$ cat src/hw/rtl/bpa_pkg.sv
// Shared constants, types and helper functions of the block padding adder.
package bpa_pkg;

  localparam int MAX_BLOCK = 16;
  localparam int POS_W     = (MAX_BLOCK > 1) ? $clog2(MAX_BLOCK) : 1;
  localparam int EB_W      = $clog2(MAX_BLOCK + 1);
  localparam int BLK_W     = 5;
  localparam int MODE_W    = 2;
  localparam int CFG_W     = 32;
  localparam int ADDR_W    = 2;
  localparam logic [31:0] LFSR_TAPS = 32'h8020_0003;

  localparam logic [ADDR_W-1:0] CFG_PAD_MODE    = 2'd0;
  localparam logic [ADDR_W-1:0] CFG_BLOCK_BYTES = 2'd1;
  localparam logic [ADDR_W-1:0] CFG_FILLER_SEED = 2'd2;

  localparam logic OP_DATA = 1'b0;
  localparam logic OP_END  = 1'b1;

  typedef enum logic [MODE_W-1:0] {
    PAD_ZERO  = 2'd0,
    PAD_ANSI  = 2'd1,
    PAD_PKCS7 = 2'd2,
    PAD_ISO   = 2'd3
  } pad_mode_t;

  typedef enum logic [1:0] {
    ST_IDLE,
    ST_REM,
    ST_HELD,
    ST_PAD
  } ctl_state_t;

  // Commands from controller to datapath
  typedef struct packed {
    logic accept_data;
    logic load_rem;
    logic sub_rem;
    logic load_pad;
    logic emit_held;
    logic emit_pad;
  } dp_cmd_t;

  // Status from datapath to controller
  typedef struct packed {
    logic out_free;
    logic held_valid;
    logic rem_ge_bs;
    logic p_zero;
    logic cnt_zero;
    logic cnt_last;
  } dp_sts_t;

  function automatic logic [EB_W-1:0] eff_block(input logic [BLK_W-1:0] b);
    logic [EB_W-1:0] r;
    if (b == '0) begin
      r = EB_W'(1);
    end else if (int'(b) > MAX_BLOCK) begin
      r = EB_W'(MAX_BLOCK);
    end else begin
      r = EB_W'(b);
    end
    return r;
  endfunction

  // Eight Galois steps; filler byte is the low byte of the result
  function automatic logic [31:0] lfsr_byte(input logic [31:0] s);
    logic [31:0] v;
    v = s;
    for (int i = 0; i < 8; i++) begin
      v = v[0] ? ((v >> 1) ^ LFSR_TAPS) : (v >> 1);
    end
    return v;
  endfunction

endpackage

$ cat src/hw/rtl/bpa_ctrl.sv
// Controller state machine: sequences message bytes, remainder and padding output.
module bpa_ctrl (
  input  logic              clk,
  input  logic              rst_n,
  input  logic              in_tvalid,
  output logic              in_tready,
  input  logic              opcode,
  input  bpa_pkg::dp_sts_t  sts,
  output bpa_pkg::dp_cmd_t  cmd
);

  bpa_pkg::ctl_state_t state_r, state_nxt;

  always_ff @(posedge clk) begin
    if (!rst_n) begin
      state_r <= bpa_pkg::ST_IDLE;
    end else begin
      state_r <= state_nxt;
    end
  end

  always_comb begin
    state_nxt = state_r;
    cmd       = '0;
    in_tready = 1'b0;
    case (state_r)
      bpa_pkg::ST_IDLE: begin
        in_tready = sts.out_free;
        if (in_tvalid && sts.out_free) begin
          if (opcode == bpa_pkg::OP_DATA) begin
            cmd.accept_data = 1'b1;
          end else begin
            cmd.load_rem = 1'b1;
            state_nxt    = bpa_pkg::ST_REM;
          end
        end
      end
      bpa_pkg::ST_REM: begin
        // reduce position modulo block size, one subtraction a cycle
        if (sts.rem_ge_bs) begin
          cmd.sub_rem = 1'b1;
        end else begin
          cmd.load_pad = 1'b1;
          if (sts.held_valid) begin
            state_nxt = bpa_pkg::ST_HELD;
          end else if (!sts.p_zero) begin
            state_nxt = bpa_pkg::ST_PAD;
          end else begin
            state_nxt = bpa_pkg::ST_IDLE;
          end
        end
      end
      bpa_pkg::ST_HELD: begin
        if (sts.out_free) begin
          cmd.emit_held = 1'b1;
          state_nxt     = sts.cnt_zero ? bpa_pkg::ST_IDLE : bpa_pkg::ST_PAD;
        end
      end
      bpa_pkg::ST_PAD: begin
        if (sts.out_free) begin
          cmd.emit_pad = 1'b1;
          if (sts.cnt_last) begin
            state_nxt = bpa_pkg::ST_IDLE;
          end
        end
      end
      default: begin
        state_nxt = bpa_pkg::ST_IDLE;
      end
    endcase
  end

endmodule

$ cat src/hw/rtl/bpa_dp.sv
// Datapath: configuration, held byte, block position, pad counter, LFSR, output register.
module bpa_dp (
  input  logic                            clk,
  input  logic                            rst_n,
  input  logic                            cfg_we,
  input  logic [bpa_pkg::ADDR_W-1:0]      cfg_addr,
  input  logic [bpa_pkg::CFG_W-1:0]       cfg_wdata,
  input  logic [7:0]                      data_byte,
  input  bpa_pkg::dp_cmd_t                cmd,
  output bpa_pkg::dp_sts_t                sts,
  output logic                            out_tvalid,
  input  logic                            out_tready,
  output logic [7:0]                      out_tdata,
  output logic                            out_tuser,
  output logic                            out_tlast
);

  localparam int POS_W = bpa_pkg::POS_W;
  localparam int EB_W  = bpa_pkg::EB_W;

  bpa_pkg::pad_mode_t          mode_r;
  logic [bpa_pkg::BLK_W-1:0]   blk_r;
  logic [31:0]                 lfsr_r;
  logic [7:0]                  held_byte_r;
  logic                        held_valid_r;
  logic [POS_W-1:0]            pos_r;
  logic [POS_W-1:0]            rem_r;
  logic [EB_W-1:0]             p_r;
  logic [EB_W-1:0]             cnt_r;
  logic                        out_valid_r;
  logic [7:0]                  out_byte_r;
  logic                        out_pad_r;
  logic                        out_last_r;

  logic [EB_W-1:0]  bs;
  logic [EB_W-1:0]  pos_inc;
  logic [EB_W-1:0]  rem_ext;
  logic [EB_W-1:0]  p_calc;
  logic [31:0]      lfsr_nxt;
  logic [7:0]       pad_byte;
  logic             out_free;
  logic             pad_final;

  assign bs        = bpa_pkg::eff_block(blk_r);
  assign pos_inc   = EB_W'(pos_r) + EB_W'(1);
  assign rem_ext   = EB_W'(rem_r);
  assign out_free  = !out_valid_r || out_tready;
  assign pad_final = (cnt_r == EB_W'(1));
  assign lfsr_nxt  = bpa_pkg::lfsr_byte(lfsr_r);

  always_comb begin
    if (rem_ext == '0) begin
      p_calc = (mode_r == bpa_pkg::PAD_ZERO) ? '0 : bs;
    end else begin
      p_calc = bs - rem_ext;
    end
  end

  always_comb begin
    case (mode_r)
      bpa_pkg::PAD_ZERO:  pad_byte = 8'd0;
      bpa_pkg::PAD_ANSI:  pad_byte = pad_final ? 8'(p_r) : 8'd0;
      bpa_pkg::PAD_PKCS7: pad_byte = 8'(p_r);
      bpa_pkg::PAD_ISO:   pad_byte = pad_final ? 8'(p_r) : lfsr_nxt[7:0];
      default:            pad_byte = 8'd0;
    endcase
  end

  always_comb begin
    sts.out_free   = out_free;
    sts.held_valid = held_valid_r;
    sts.rem_ge_bs  = (rem_ext >= bs);
    sts.p_zero     = (p_calc == '0);
    sts.cnt_zero   = (cnt_r == '0);
    sts.cnt_last   = pad_final;
  end

  // configuration and LFSR
  always_ff @(posedge clk) begin
    if (!rst_n) begin
      mode_r <= bpa_pkg::PAD_PKCS7;
      blk_r  <= bpa_pkg::BLK_W'(16);
      lfsr_r <= 32'd1;
    end else begin
      if (cfg_we) begin
        case (cfg_addr)
          bpa_pkg::CFG_PAD_MODE:
            mode_r <= bpa_pkg::pad_mode_t'(cfg_wdata[bpa_pkg::MODE_W-1:0]);
          bpa_pkg::CFG_BLOCK_BYTES:
            blk_r <= cfg_wdata[bpa_pkg::BLK_W-1:0];
          bpa_pkg::CFG_FILLER_SEED:
            lfsr_r <= (cfg_wdata == '0) ? 32'd1 : cfg_wdata;
          default: ;
        endcase
      end
      if (cmd.emit_pad && !pad_final && mode_r == bpa_pkg::PAD_ISO) begin
        lfsr_r <= lfsr_nxt;
      end
    end
  end

  // message state and pad counter
  always_ff @(posedge clk) begin
    if (!rst_n) begin
      held_valid_r <= 1'b0;
      held_byte_r  <= '0;
      pos_r        <= '0;
      rem_r        <= '0;
      p_r          <= '0;
      cnt_r        <= '0;
    end else begin
      if (cmd.accept_data) begin
        held_byte_r  <= data_byte;
        held_valid_r <= 1'b1;
        pos_r        <= (pos_inc >= bs) ? '0 : POS_W'(pos_inc);
      end
      if (cmd.load_rem) begin
        rem_r <= pos_r;
        pos_r <= '0;
      end
      if (cmd.sub_rem) begin
        rem_r <= POS_W'(rem_ext - bs);
      end
      if (cmd.load_pad) begin
        p_r   <= p_calc;
        cnt_r <= p_calc;
      end
      if (cmd.emit_held) begin
        held_valid_r <= 1'b0;
      end
      if (cmd.emit_pad) begin
        cnt_r <= cnt_r - EB_W'(1);
      end
    end
  end

  // output register
  always_ff @(posedge clk) begin
    if (!rst_n) begin
      out_valid_r <= 1'b0;
    end else if (cmd.emit_held || cmd.emit_pad || (cmd.accept_data && held_valid_r)) begin
      out_valid_r <= 1'b1;
    end else if (out_tready) begin
      out_valid_r <= 1'b0;
    end
  end

  always_ff @(posedge clk) begin
    if (cmd.accept_data && held_valid_r) begin
      out_byte_r <= held_byte_r;
      out_pad_r  <= 1'b0;
      out_last_r <= 1'b0;
    end else if (cmd.emit_held) begin
      out_byte_r <= held_byte_r;
      out_pad_r  <= 1'b0;
      out_last_r <= (cnt_r == '0);
    end else if (cmd.emit_pad) begin
      out_byte_r <= pad_byte;
      out_pad_r  <= 1'b1;
      out_last_r <= pad_final;
    end
  end

  assign out_tvalid = out_valid_r;
  assign out_tdata  = out_byte_r;
  assign out_tuser  = out_pad_r;
  assign out_tlast  = out_last_r;

endmodule

$ cat src/hw/rtl/block_padding_adder.sv
// Top level of the block padding adder: controller plus datapath.
//
//  channel  direction  handshake            payload
//  in_      slave      in_tvalid/in_tready  tdata: data_byte[7:0]; tuser: opcode
//  out_     master     out_tvalid/out_tready tdata: out_byte[7:0]; tuser: is_padding;
//                                            tlast: last
//  cfg_     write      cfg_we               cfg_addr index, cfg_wdata value
//
// A message byte is held in the datapath; its predecessor leaves through the output register.
// An end item is accepted, then the block position is reduced by subtracting the block
// size (no subtraction when the position is below the block size), then the emitted
// bytes follow: the held byte and 0 to MAX_BLOCK pad bytes.
// Reset is synchronous, active low; it restores mode PKCS7, block 16, seed 1.
// A stalled output holds the output register and blocks further input.
module block_padding_adder (
  input  logic                        clk,
  input  logic                        rst_n,
  input  logic                        in_tvalid,
  output logic                        in_tready,
  input  logic [7:0]                  in_tdata,   // data_byte[7:0]
  input  logic                        in_tuser,   // opcode
  output logic                        out_tvalid,
  input  logic                        out_tready,
  output logic [7:0]                  out_tdata,  // out_byte[7:0]
  output logic                        out_tuser,  // is_padding
  output logic                        out_tlast,
  input  logic                        cfg_we,
  input  logic [bpa_pkg::ADDR_W-1:0]  cfg_addr,
  input  logic [bpa_pkg::CFG_W-1:0]   cfg_wdata
);

  bpa_pkg::dp_cmd_t cmd;
  bpa_pkg::dp_sts_t sts;

  bpa_ctrl u_ctrl (
    .clk       (clk),
    .rst_n     (rst_n),
    .in_tvalid (in_tvalid),
    .in_tready (in_tready),
    .opcode    (in_tuser),
    .sts       (sts),
    .cmd       (cmd)
  );

  bpa_dp u_dp (
    .clk        (clk),
    .rst_n      (rst_n),
    .cfg_we     (cfg_we),
    .cfg_addr   (cfg_addr),
    .cfg_wdata  (cfg_wdata),
    .data_byte  (in_tdata),
    .cmd        (cmd),
    .sts        (sts),
    .out_tvalid (out_tvalid),
    .out_tready (out_tready),
    .out_tdata  (out_tdata),
    .out_tuser  (out_tuser),
    .out_tlast  (out_tlast)
  );

endmodule
$ cat config.mk
export PLATFORM = sky130hd
export DESIGN_NAME = block_padding_adder
export DESIGN_NICKNAME = d
export VERILOG_FILES = /design/src/hw/rtl/bpa_pkg.sv /design/src/hw/rtl/bpa_ctrl.sv /design/src/hw/rtl/bpa_dp.sv /design/src/hw/rtl/block_padding_adder.sv
export SDC_FILE = /design/constraint.sdc
export NUM_CORES = 1
export LEC_CHECK = 0
export BUFFER_PORTS_ARGS = -buffer_cell sky130_fd_sc_hd__buf_4
export CAP_MARGIN = 5
export CORE_MARGIN = 2
export CORE_UTILIZATION = 55
export CTS_CLUSTER_DIAMETER = 60
export DETAILED_ROUTE_END_ITERATION = 8
export PLACE_DENSITY = 0.85
export SLEW_MARGIN = 20
export SYNTH_ARGS = -nofsm -noshare
export SYNTH_HDL_FRONTEND = slang
export SYNTH_SLANG_ARGS = --single-unit
export TNS_END_PERCENT = 20
$ cat constraint.sdc
create_clock -name clk -period 3.1 [get_ports clk]
set_input_delay 0.155 -clock clk [delete_from_list [all_inputs] [get_ports clk]]
set_output_delay 0.155 -clock clk [all_outputs]
set_load 0.01 [all_outputs]
-- After elaboration in Yosys (flattened, before gate mapping)
Index checks and enable logic that the tools add are counted.
- word-level logic and storage cells: 128
- flip-flop bits (word level): 79
- input bits: 48
- output and inout bits: 12
- muxes and demuxes: 52
- bitwise operators: 9
- $add $sub $neg: 4
- order comparisons: 3
- reduce and logical (&&, ||, !) cells: 31
- equality and inequality tests: 15
- operators by type and width (kind ; number):
    32-bit two-way mux ; 12
    5-bit two-way mux ; 7
    32-bit logical NOT ; 1
    8-bit two-way mux ; 4
    3-bit inverter with 4-bit output ; 8
    8-bit case mux with 4 select lines ; 1
    2-bit two-way mux ; 12
    5-bit logical NOT ; 4
    1-bit two-way mux ; 12
    4-bit two-way mux ; 3
    2-bit nonzero test ; 6
    2-bit equality test, second input constant ; 5
    2-bit by 1-bit != test with 1-bit output, second input constant ; 4
    2-bit case mux with 4 select lines ; 1
    2-bit by 1-bit equality test with 1-bit output, second input constant ; 3
    2-bit logical NOT ; 3
    2-bit AND reduction ; 3
    6-bit AND reduction ; 1
    2-bit OR reduction ; 3
    4-bit by 1-bit adder with 5-bit output, second input constant ; 1
    5-bit by 1-bit equality test with 1-bit output, second input constant ; 1
    4-bit by 5-bit greater-or-equal comparator with 1-bit output ; 1
    5-bit greater-or-equal comparator ; 1
    5-bit greater-than comparator, second input constant ; 1
    other kinds (9) ; 16

-- Logic depth before layout (Yosys ltp)
Gate-level depths: netlist (run 1).
- word-level depth: 21
- depth in mapped cells: 12
- depth with buffers taken out: 11

-- Hierarchy
Synthesis (run 1) repeated with hierarchy kept, for this count alone.
- cells, all modules: 533
- area, all modules: 4459.3 um^2
- modules (own cells, without submodules) (module ; area an instance (um^2) ; sequential area each (um^2) ; cells each ; times used):
    bpa_dp ; 4234.1 ; 1621.6 ; 504 ; 1
    bpa_ctrl ; 225.2 ; 40.0 ; 29 ; 1

-- Worst setup path after synthesis (run 1)
Ideal clock, no wire load.
- path type: register to register
- start point: register u_dp.blk_r[4] (netlist name)
- end point: register u_ctrl.state_r[1]
- data arrival time: 2.425 ns
- required time: 2.978 ns
- period minus slack after synthesis: 2.547 ns
- path slack: 0.553 ns
- library setup time: 0.122 ns
- cell stages (with the launch flop): 11
- buffers on the path: 1
- cell sequence: dfxtp_1 > buf_2 > nor2b_1 > inv_1 > ha_1 > nor2b_1 > or3_1 > a21o_1 > a21o_1 > or2_1 > o311a_1
- word-level cells in the longest chain between the ends: 10
- elaborated cells between the ends (all ways): 15
- classes of those cells: add/sub: 1; order compare: 2; eq/ne: 1; mux: 8; reduce/logical: 3
- RTL lines (item ; line ; RTL):
    from (decl) ; bpa_dp.sv:22 ; logic [bpa_pkg::BLK_W-1:0] blk_r;
    from (signal assigned) ; bpa_dp.sv:82 ; blk_r <= bpa_pkg::BLK_W'(16);
    from (signal assigned) ; bpa_dp.sv:90 ; blk_r <= cfg_wdata[bpa_pkg::BLK_W-1:0];
    5-bit greater-than comparator ; bpa_pkg.sv:58 ; end else if (int'(b) > MAX_BLOCK) begin
    5-bit two-way mux ; bpa_pkg.sv:58 ;
    5-bit two-way mux * ; bpa_pkg.sv:56 ; if (b == '0) begin
    5-bit by 4-bit subtractor with 5-bit output / 5-bit two-way mux (equally long branches) ; bpa_dp.sv:55, bpa_dp.sv:53 ;
    5-bit two-way mux ; bpa_dp.sv:52 ; if (rem_ext == '0) begin
    5-bit logical NOT ; bpa_dp.sv:73 ; sts.p_zero = (p_calc == '0);
    2-bit two-way mux ; bpa_ctrl.sv:46 ; end else if (!sts.p_zero) begin
    2-bit two-way mux ; bpa_ctrl.sv:44 ; if (sts.held_valid) begin
    2-bit two-way mux ; bpa_ctrl.sv:40 ; if (sts.rem_ge_bs) begin
    2-bit case mux with 4 select lines ; bpa_ctrl.sv:26 ; case (state_r)
    to (signal assigned) ; bpa_ctrl.sv:16 ; state_r <= bpa_pkg::ST_IDLE;
    to (signal assigned) ; bpa_ctrl.sv:18 ; state_r <= state_nxt;
    to (decl) ; bpa_ctrl.sv:12 ; bpa_pkg::ctl_state_t state_r, state_nxt;
Every way passes the cells marked *; elsewhere a longest branch is shown, timed or not. The select of a mux whose other input is x is not followed.
A chain may end at the register's enable or synchronous reset.

-- Worst setup path after layout (run 1)
- start point: register u_dp.blk_r[1] (netlist name)
- end point: register u_dp.cnt_r[1]
- word-level cells in the longest chain between the ends: 7
- elaborated cells between the ends (all ways): 13
- classes of those cells: add/sub: 1; order compare: 2; mux: 8; reduce/logical: 2
- RTL lines (item ; line ; RTL):
    5-bit greater-than comparator ; bpa_pkg.sv:58 ;
    5-bit two-way mux ; bpa_pkg.sv:58 ;
    5-bit two-way mux * ; bpa_pkg.sv:56 ;
    5-bit by 4-bit subtractor with 5-bit output, or another cell as far along ; bpa_dp.sv:55 ; p_calc = bs - rem_ext;
    5-bit two-way mux / 1-bit two-way mux (equally long branches) ; bpa_dp.sv:52, bpa_ctrl.sv:40 ;
    5-bit two-way mux / 2-bit two-way mux (equally long branches) ; bpa_dp.sv:124, bpa_ctrl.sv:26 ;
    5-bit two-way mux / 2-bit nonzero test (equally long branches) ; -- ;
    to (signal assigned) ; bpa_dp.sv:126 ; cnt_r <= p_calc;
    to (signal assigned) ; bpa_dp.sv:132 ; cnt_r <= cnt_r - EB_W'(1);
    to (decl) ; bpa_dp.sv:29 ; logic [EB_W-1:0] cnt_r;
Marked as above.

==> results of run 1 <==
power groups by stage:
stage / sequential [mW] / clock, mW / combinational, mW
floorplan: 1.20 / 0 / 0.344
global placement: 1.21 / 0 / 0.515
detailed placement: 1.21 / 0 / 0.526
CTS: 1.19 / 0.948 / 0.530
global route: 1.20 / 1.00 / 0.591
finish: 1.19 / 0.951 / 0.535
critical path, cell delays in order (launching register included):
cell	delay [ns]
dfxtp_1	0.42
nor2b_2	0.29
inv_1	0.08
ha_1	0.35
nor2b_1	0.36
a211oi_1	0.16
or3b_1	0.53
and2_1	0.26
a211oi_1	0.24
nor2_1	0.06
layer usage:
metal | part of all wire | wire (um) | vias up
met3 | 0.080 | 882 | 22
met5 | 0 | 0 | -
met1 | 0.45 | 4950 | 1908
li1 | - | - | 1978
met2 | 0.45 | 4970 | 170
met4 | 0.019 | 207 | 0
cell type report:
| class | count | area (um^2) |
|---|---|---|
| fill | 632 | 2590 |
| multi-input combinational | 406 | 2460 |
| sequential | 79 | 1660 |
| timing repair buffer | 66 | 495 |
| clock buffer | 10 | 128 |
| tap | 102 | 128 |
| clock inverter | 6 | 115 |
| inverter | 17 | 63.8 |
logic make-up after synthesis:
logic type / Yosys count
multiplexers: 15
AO/OA/AOI/OAI: 141
AND/OR/NAND/NOR: 208
adder cells (fa/ha/maj): 15
buffers and inverters: 45
flip-flops: 79
XOR/XNOR: 27
state kept, by name (all words and copies together), names as in the netlist, 4 cells and up:
register and flops:
u_dp.cnt_r 5, u_dp.rem_r 4, u_dp.held_byte_r 8, u_dp.pos_r 4
u_dp.p_r 5, u_dp.out_tdata 8, u_dp.lfsr_r 32, u_dp.blk_r 5
metrics by stage:
stage	instances	area [um^2]	total power [mW]	setup WS, ns
floorplan	530	4310	1.54	0.553
global placement	670	4810	1.72	0.392
detailed placement	670	4810	1.74	0.230
CTS	686	5050	2.67	0.215
global route	686	5050	2.79	0.0478
finish	686	5050	2.68	0.242
cell usage in the layout, fill, tap and decap left out, drive strengths merged, types with 8 or more instances in the layout:
cell type	n
ha	14
clkbuf	10
nor2b	8
xnor2	16
edfxtp	8
mux2i	12
nor4	10
a31oi	23
nand3	21
inv	18
buf	66
xor2	10
o21ai	31
nor2	48
a21oi	46
dfxtp	71
nand2	82
worst paths after layout:
path / start / to / slack [ns] / cells after the start
worst max-delay path: u_dp.blk_r[1] / u_dp.cnt_r[1] / 0.24 / 9
worst max register to register: u_dp.blk_r[1] / u_dp.cnt_r[1] / 0.24 / 9
worst min register to register: u_dp.held_byte_r[6] / u_dp.held_byte_r[6] / 0.46 / 2
worst min-delay path: in_tdata[0] / u_dp.held_byte_r[0] / 0.03 / 3
timing repair:
action | CTS | global route
hold buffers | 0 | 0
endpoints found under the setup margin | 0 | 2
resized for setup | 0 | 1
==> run summary, run 1 <==
outcome - finished, final reports clean
synth top area cells - dfxtp_1 (33%), nand2_1 (7.1%), edfxtp_1 (5.6%)
first-pass GRT wire length - 18,500 um
Routed WL - 11,000 um
Slew HR - 0.334
worst vdd ir - 0.218 mV
GR Overflow Total - 0
largest net degree at the start of global routing - 35
M2 GR Usage - 0.434
CP endpoint kind - flop
FFs w/ async S/R, synth - 0
Inserted Diodes - 0
Post-CTS Setup Bufs - 0
Crit path arrival time - 3.10 ns
YS warnings - 0
layout cell share with drive strength beyond 1 - 0.163
Inserted Clock Buffers - 9
initial antenna violation count - 0
# nets final - 642
Pwr Density - 530 nW/um^2
vias in the first global route - 3,787
Hold Slack - 0.0336 ns
post-synthesis simple-gate area fraction - 0.231
most frequent cell after synthesis - nand2_1
Tcrit/Tclk final - 0.922
Layout Utilization - 0.661
number of flops mapped to enable cells by yosys - 8
most frequent cells after synthesis - nand2_1 (81), dfxtp_1 (71), nor2_1 (48)
Crit Path Category - flop to flop
GR Layer Usage met3 - 0.0504
Seq/Total Area, Yosys - 0.386
WL per Instance - 16.0 um
mux share of post-synthesis cell area - 0.0357
clock network fraction of total power - 0.355
syn_nets - 593
CTS tree - yes
Synth-to-Final Area Change - 17.2%
Psw - 0.773 mW
Main synth FF type - dfxtp_1
Synth Area in Compound Gates - 0.201
CP required - 3.34 ns
P_leak - 2.01 nW
CTS sink count - 79
clock root buffer - clkbuf_8
Die W - 92.5 um
Final HPWL DP - 7950 um
Gate Count Post-Synth - 530
Core ar. - 7650 um^2
remaining antenna violation count - 0
routability cong. - 0.898
I/O pins - 60
Layout Skew - 0.00938 ns
aggregate global-route resource usage - 0.272
switching part of the total - 0.289
CTS clk-pin slew, worst paths - 0.09 ns
RSZ-0062 raised after global routing - false
f_max - 350 MHz
Clock Latency Late Sink - 0.36 ns
met1 Usage GRT - 0.371
endpoints failing setup - 0
Final Hold Viols - 0
Synth Area in XOR/XNOR - 0.0581
Die Ht - 92.5 um
drt first pass iters - 5
critical path fanouts, max - 11
die footprint - 8560 um^2
via-per-instance ratio - 5.94
Synth area leader - dfxtp_1
Startpoint Class - flop
Setup TNS Final - 0 ns
crit path time final - 2.86 ns
Post-Synth Adder-Cell Area - 0.0453
Longest Clk Path Bufs - 2
Logic pwr share - 0.200
Yosys reg bits - 79
CTS H-tree depth - 3
row count - 32
Starting Density - 0.563
Reg power frac - 0.445
main combinational cell family by area after synthesis - simple AND/OR/NAND/NOR gates
drt initial violations - 402
# DRC - 0
Max-cap violations - 0
average cell area after synthesis - 8.13 um^2
library cells used by synthesis - 62
Yosys top cell area share - 0.330
DR vias - 4,078
I/O Buffers - 59
Slew Viols, Final - 0
internal power - 1.90 mW
synthesized area - 4310 um^2
worst hold path type - primary input to flop
Slew @ Worst Pin - 0.999 ns
busiest metal layer after global routing - met2
Power figures use the tool's default switching activity.
==> run 2: changes to the inputs <==
Settings changed: RECOVER_POWER from default to 100.
==> run 2 against run 1 <==
Effect of this change: register-to-register slack better by 0.05 ns; sequential cell count unchanged; first-iteration DRC count down 17%; utilization down 0.92 points; largest power group unchanged; highest routed layer unchanged.
==> run summary, run 2 (synthesis results as in run 1) <==
Inserted Clock Buffers - 9
Die W - 92.5 um
WHS Endpoint - u_dp.held_byte_r[0]
internal power - 1.87 mW
Inserted Diodes - 0
Reg power frac - 0.450
post-route cell area - 4980 um^2
worst vdd ir - 0.218 mV
# nets final - 642
Pwr Density - 531 nW/um^2
Logic pwr share - 0.189
aggregate global-route resource usage - 0.272
commonest non-fill, non-tap cell in the layout - nand2_1
register name with the most flops - u_dp.lfsr_r
routability cong. - 0.898
Largest register FFs - 32
Startpoint Class - flop
Worst Hold Path Cells - 3
clock root buffer - clkbuf_8
Slew Viols, Final - 0
vias in the first global route - 3,787
Post-DP Area - 4810 um^2
Worst Setup SP - u_dp.blk_r[1]
P_leak - 1.93 nW
Crit path arrival time - 3.06 ns
Clock Latency Late Sink - 0.37 ns
clock network fraction of total power - 0.361
Max-cap violations - 0
DR vias - 4,061
Crit Path Category - flop to flop
Core ar. - 7650 um^2
row count - 32
Post-CTS Hold Fix Bufs - 0
Final Hold Viols - 0
Slew HR - 0.274
outcome - finished, final reports clean
largest net degree at the start of global routing - 35
CTS H-tree depth - 3
Psw - 0.773 mW
I/O pins - 60
CTS sink count - 79
WL per Instance - 16.0 um
first-pass GRT wire length - 18,500 um
flop2flop setup slack - 0.29 ns
switching part of the total - 0.293
Longest Clk Path Bufs - 2
initial antenna violation count - 0
Layout Skew - 0.0102 ns
I/O Buffers - 59
Synth-to-Final Area Change - 15.6%
CTS clk-pin slew, worst paths - 0.08 ns
Die Ht - 92.5 um
Starting Density - 0.563
# DRC - 0
Post-CTS Setup Bufs - 0
critical path fanouts, max - 11
remaining antenna violation count - 0
drt initial violations - 333
RSZ-0062 raised after global routing - false
Tcrit/Tclk final - 0.907
endpoints failing setup - 0
Routed WL - 11,000 um
most frequent cells in the layout - nand2_1 (82), dfxtp_1 (71), buf_4 (49), nor2_1 (48), a21oi_1 (44)
Setup TNS Final - 0 ns
worst hold path type - primary input to flop
worst reg-to-reg path cell count - 9
via-per-instance ratio - 5.92
die footprint - 8560 um^2
drt first pass iters - 5
GR Overflow Total - 0
Fillers - 662
crit path time final - 2.81 ns
R2R Path Start - u_dp.blk_r[1]
CP endpoint kind - flop
layout cell share with drive strength beyond 1 - 0.132
f_max - 356 MHz
Slew @ Worst Pin - 1.09 ns
CTS tree - yes
Final HPWL DP - 7950 um
Hold Crit Start - in_tdata[0]
CP required - 3.35 ns
FF-to-FF End - u_dp.cnt_r[1]
==> run 2: cell types whose count changed in the layout (fill, tap and decap cells not counted), moves of 4 or more <==
cell | before | now
buf_4 | 66 | 49
and2_1 | 4 | 0
clkbuf_1 | 1 | 17
and2_0 | 0 | 4
==> run 2: power by group through the flow <==
| stage | logic, mW | clock network, mW | registers (mW) |
|---|---|---|---|
| floorplan | 0.344 | 0 | 1.20 |
| global placement | 0.515 | 0 | 1.21 |
| detailed placement | 0.526 | 0 | 1.21 |
| CTS | 0.530 | 0.948 | 1.19 |
| global route | 0.557 | 1.00 | 1.20 |
| finish | 0.501 | 0.953 | 1.19 |
==> run 2: worst max path at each step <==
stage                                   end  slack [ns]
after floorplan           u_ctrl.state_r[1]        0.55
after global placement        u_dp.cnt_r[1]        0.39
after detailed placement      u_dp.cnt_r[3]        0.23
after CTS                     u_dp.cnt_r[1]        0.21
after global routing          u_dp.cnt_r[1]        0.03
final                         u_dp.cnt_r[1]        0.29
==> run 2: layer usage <==
| layer | up-vias | part of all wire | GRT usage |
|---|---|---|---|
| met5 | - | 0 | 0 |
| met4 | 0 | 0.019 | 0.0920 |
| met3 | 22 | 0.072 | 0.0504 |
| met2 | 155 | 0.45 | 0.434 |
| met1 | 1906 | 0.45 | 0.371 |
| li1 | 1978 | - | - |
==> run 2: repair_timing <==
| item | 4_1_cts | 5_1_grt |
|---|---|---|
| endpoints found under the setup margin | 0 | 2 |
| gates resized for setup | 0 | 1 |
| hold endpoints to repair | 0 | 0 |
==> run 2: layout make-up <==
cell class,count,area (um^2),area share
clock buffer,10,128,0.0256
clock inverter,6,115,0.0231
inverter,17,63.8,0.0128
multi-input combinational,406,2450,0.492
sequential,79,1660,0.333
tap,102,128,0.0256
timing repair buffer,66,433,0.0869
==> run 2: through the flow <==
step                       util  total power [mW]  hold slack (ns)  worst slack (ns)  cells
after floorplan               -              1.54            0.283             0.553    530
after global placement    0.629              1.72            0.405             0.392    670
after detailed placement  0.629              1.74            0.416             0.230    670
after CTS                 0.660              2.67           0.0384             0.215    686
after global routing      0.652              2.76           0.0348            0.0306    686
final                     0.652              2.64           0.0326             0.289    686
==> run 2: worst max-delay path, stage by stage (launching register included) <==
cell,delay [ns]
dfxtp_1,0.41
nor2b_2,0.29
inv_1,0.08
ha_1,0.35
nor2b_1,0.33
a211oi_1,0.15
or3b_1,0.52
and2_0,0.26
a211oi_1,0.24
nor2_1,0.06
==> run 3: changes to the inputs <==
Settings changed: CTS_BUF_LIST from default to sky130_fd_sc_hd__clkbuf_4 sky130_fd_sc_hd__clkbuf_8 sky130_fd_sc_hd__clkbuf_16.
==> run 3 against run 2 <==
Effect of this change: cell count is the same; via count grew 0.49%; total power grew 0.11%; clock-buffer cell count is the same; die area is the same; utilization is essentially flat; register-to-register slack lost 0.02 ns; clock power is essentially flat; design area is essentially flat; worst hold slack gained 0.010 ns; worst setup slack lost 0.021 ns; largest power group unchanged; highest routed layer unchanged.
==> run summary, run 3 (synthesis results as in run 1) <==
Clock Latency Late Sink - 0.36 ns
RSZ-0062 raised after global routing - false
Slew @ Worst Pin - 1.09 ns
Hold Slack - 0.0427 ns
Post-CTS Setup Bufs - 0
Fillers - 661
worst setup margin - 0.268 ns
WL per Instance - 16.1 um
DP Worst Slack - 0.230 ns
worst vdd ir - 0.219 mV
Longest Clk Path Bufs - 2
Tcrit/Tclk final - 0.913
Post-CTS Hold Fix Bufs - 0
initial antenna violation count - 0
Crit Path Category - flop to flop
Pwr Density - 531 nW/um^2
via-per-instance ratio - 5.95
Die W - 92.5 um
commonest non-fill, non-tap cell in the layout - nand2_1
Layout Skew - 0.0112 ns
Max-cap violations - 0
# resized after CTS - 0
Slew HR - 0.270
critical path cell sequence - nor2b_2 -> inv_1 -> ha_1 -> nor2b_1 -> a211oi_1 -> or3b_1 -> and2_0 -> a211oi_1 -> nor2_1
row count - 32
worst hold path type - primary input to flop
Pwr Total - 2.65 mW
I/O pins - 60
vias in the first global route - 3,787
CTS sink count - 79
Slowest-stage cell, CP - or3b_1
Final HPWL DP - 7950 um
Die Ht - 92.5 um
clock root buffer - clkbuf_8
# nets final - 642
largest net degree at the start of global routing - 35
max incr delay on CP - 0.52 ns
Inserted Diodes - 0
Startpoint Class - flop
Final Hold Viols - 0
Crit path top cell by count - a211oi_1
CP endpoint kind - flop
Starting Density - 0.563
GR Overflow Total - 0
routability cong. - 0.898
CTS clk-pin slew, worst paths - 0.08 ns
first-pass GRT wire length - 18,600 um
f_max - 353 MHz
Inserted Clock Buffers - 9
crit path time final - 2.83 ns
P_leak - 1.94 nW
aggregate global-route resource usage - 0.272
DR vias - 4,081
endpoints failing setup - 0
register name with the most flops - u_dp.lfsr_r
Routed WL - 11,000 um
Slew Viols, Final - 0
layout cell share with drive strength beyond 1 - 0.134
drt first pass iters - 5
CP Buf/Inv Count - 1
Top delay family on crit path - simple AND/OR/NAND/NOR gates
Setup TNS Final - 0 ns
critical path fanouts, max - 11
Layout Utilization - 0.652
# DRC - 0
CTS H-tree depth - 3
CP required - 3.34 ns
I/O Buffers - 59
Synth-to-Final Area Change - 15.7%
outcome - finished, final reports clean
Largest register FFs - 32
die footprint - 8560 um^2
most frequent cells in the layout - nand2_1 (82), dfxtp_1 (71), buf_4 (49), nor2_1 (48), a21oi_1 (44)
remaining antenna violation count - 0
CTS tree - yes
Crit path arrival time - 3.07 ns
drt initial violations - 313
Core ar. - 7650 um^2
[run 3: through the flow]
| stage | instance area, um^2 | std cells |
|---|---|---|
| after global placement | 4810 | 670 |
| after floorplan | 4310 | 530 |
| after detailed placement | 4810 | 670 |
| after CTS | 5050 | 686 |
| final | 4990 | 686 |
| after global routing | 4990 | 686 |
[run 3: worst paths after layout]
path                             from                   to  slack (ns)  cells after the start
setup / recovery        u_dp.blk_r[1]        u_dp.cnt_r[1]        0.27                      9
hold / removal            in_tdata[0]  u_dp.held_byte_r[0]        0.04                      3
setup reg to reg        u_dp.blk_r[1]        u_dp.cnt_r[1]        0.27                      9
hold reg to reg   u_dp.held_byte_r[6]  u_dp.held_byte_r[6]        0.46                      2
[run 3: cell type report]
type / instances / area (um^2) / share of cell area
multi-input combinational: 406 / 2450 / 0.492
sequential: 79 / 1660 / 0.333
timing repair buffer: 66 / 433 / 0.0868
clock buffer: 10 / 131 / 0.0263
tap: 102 / 128 / 0.0256
clock inverter: 6 / 115 / 0.0231
inverter: 17 / 63.8 / 0.0128
[run 3: worst reg2reg max path: cells and delay by family, from the launching register on]
kind / cells / cell delay, ns
flops: 1 / 0.42
compound gates: 2 / 0.39
buf+inv: 1 / 0.08
simple gates: 5 / 1.47
fa+ha+maj: 1 / 0.35
[run 3: report_power, final]
group	total, mW	switching [mW]	internal (mW)	leakage [nW]
sequential	1.19	0.0702	1.12	0.654
combinational	0.501	0.291	0.210	1.16
clock	0.956	0.406	0.550	0.121
total	2.65	0.767	1.88	1.94
[run 3: layer usage]
layer  vias to the layer above  GRT usage  routed length (um)
li1                       1974          -                   -
met1                      1912      0.372                5050
met2                       170      0.435                5040
met3                        25     0.0431                 713
met4                         0      0.101                 225
met5                         -          0                   0
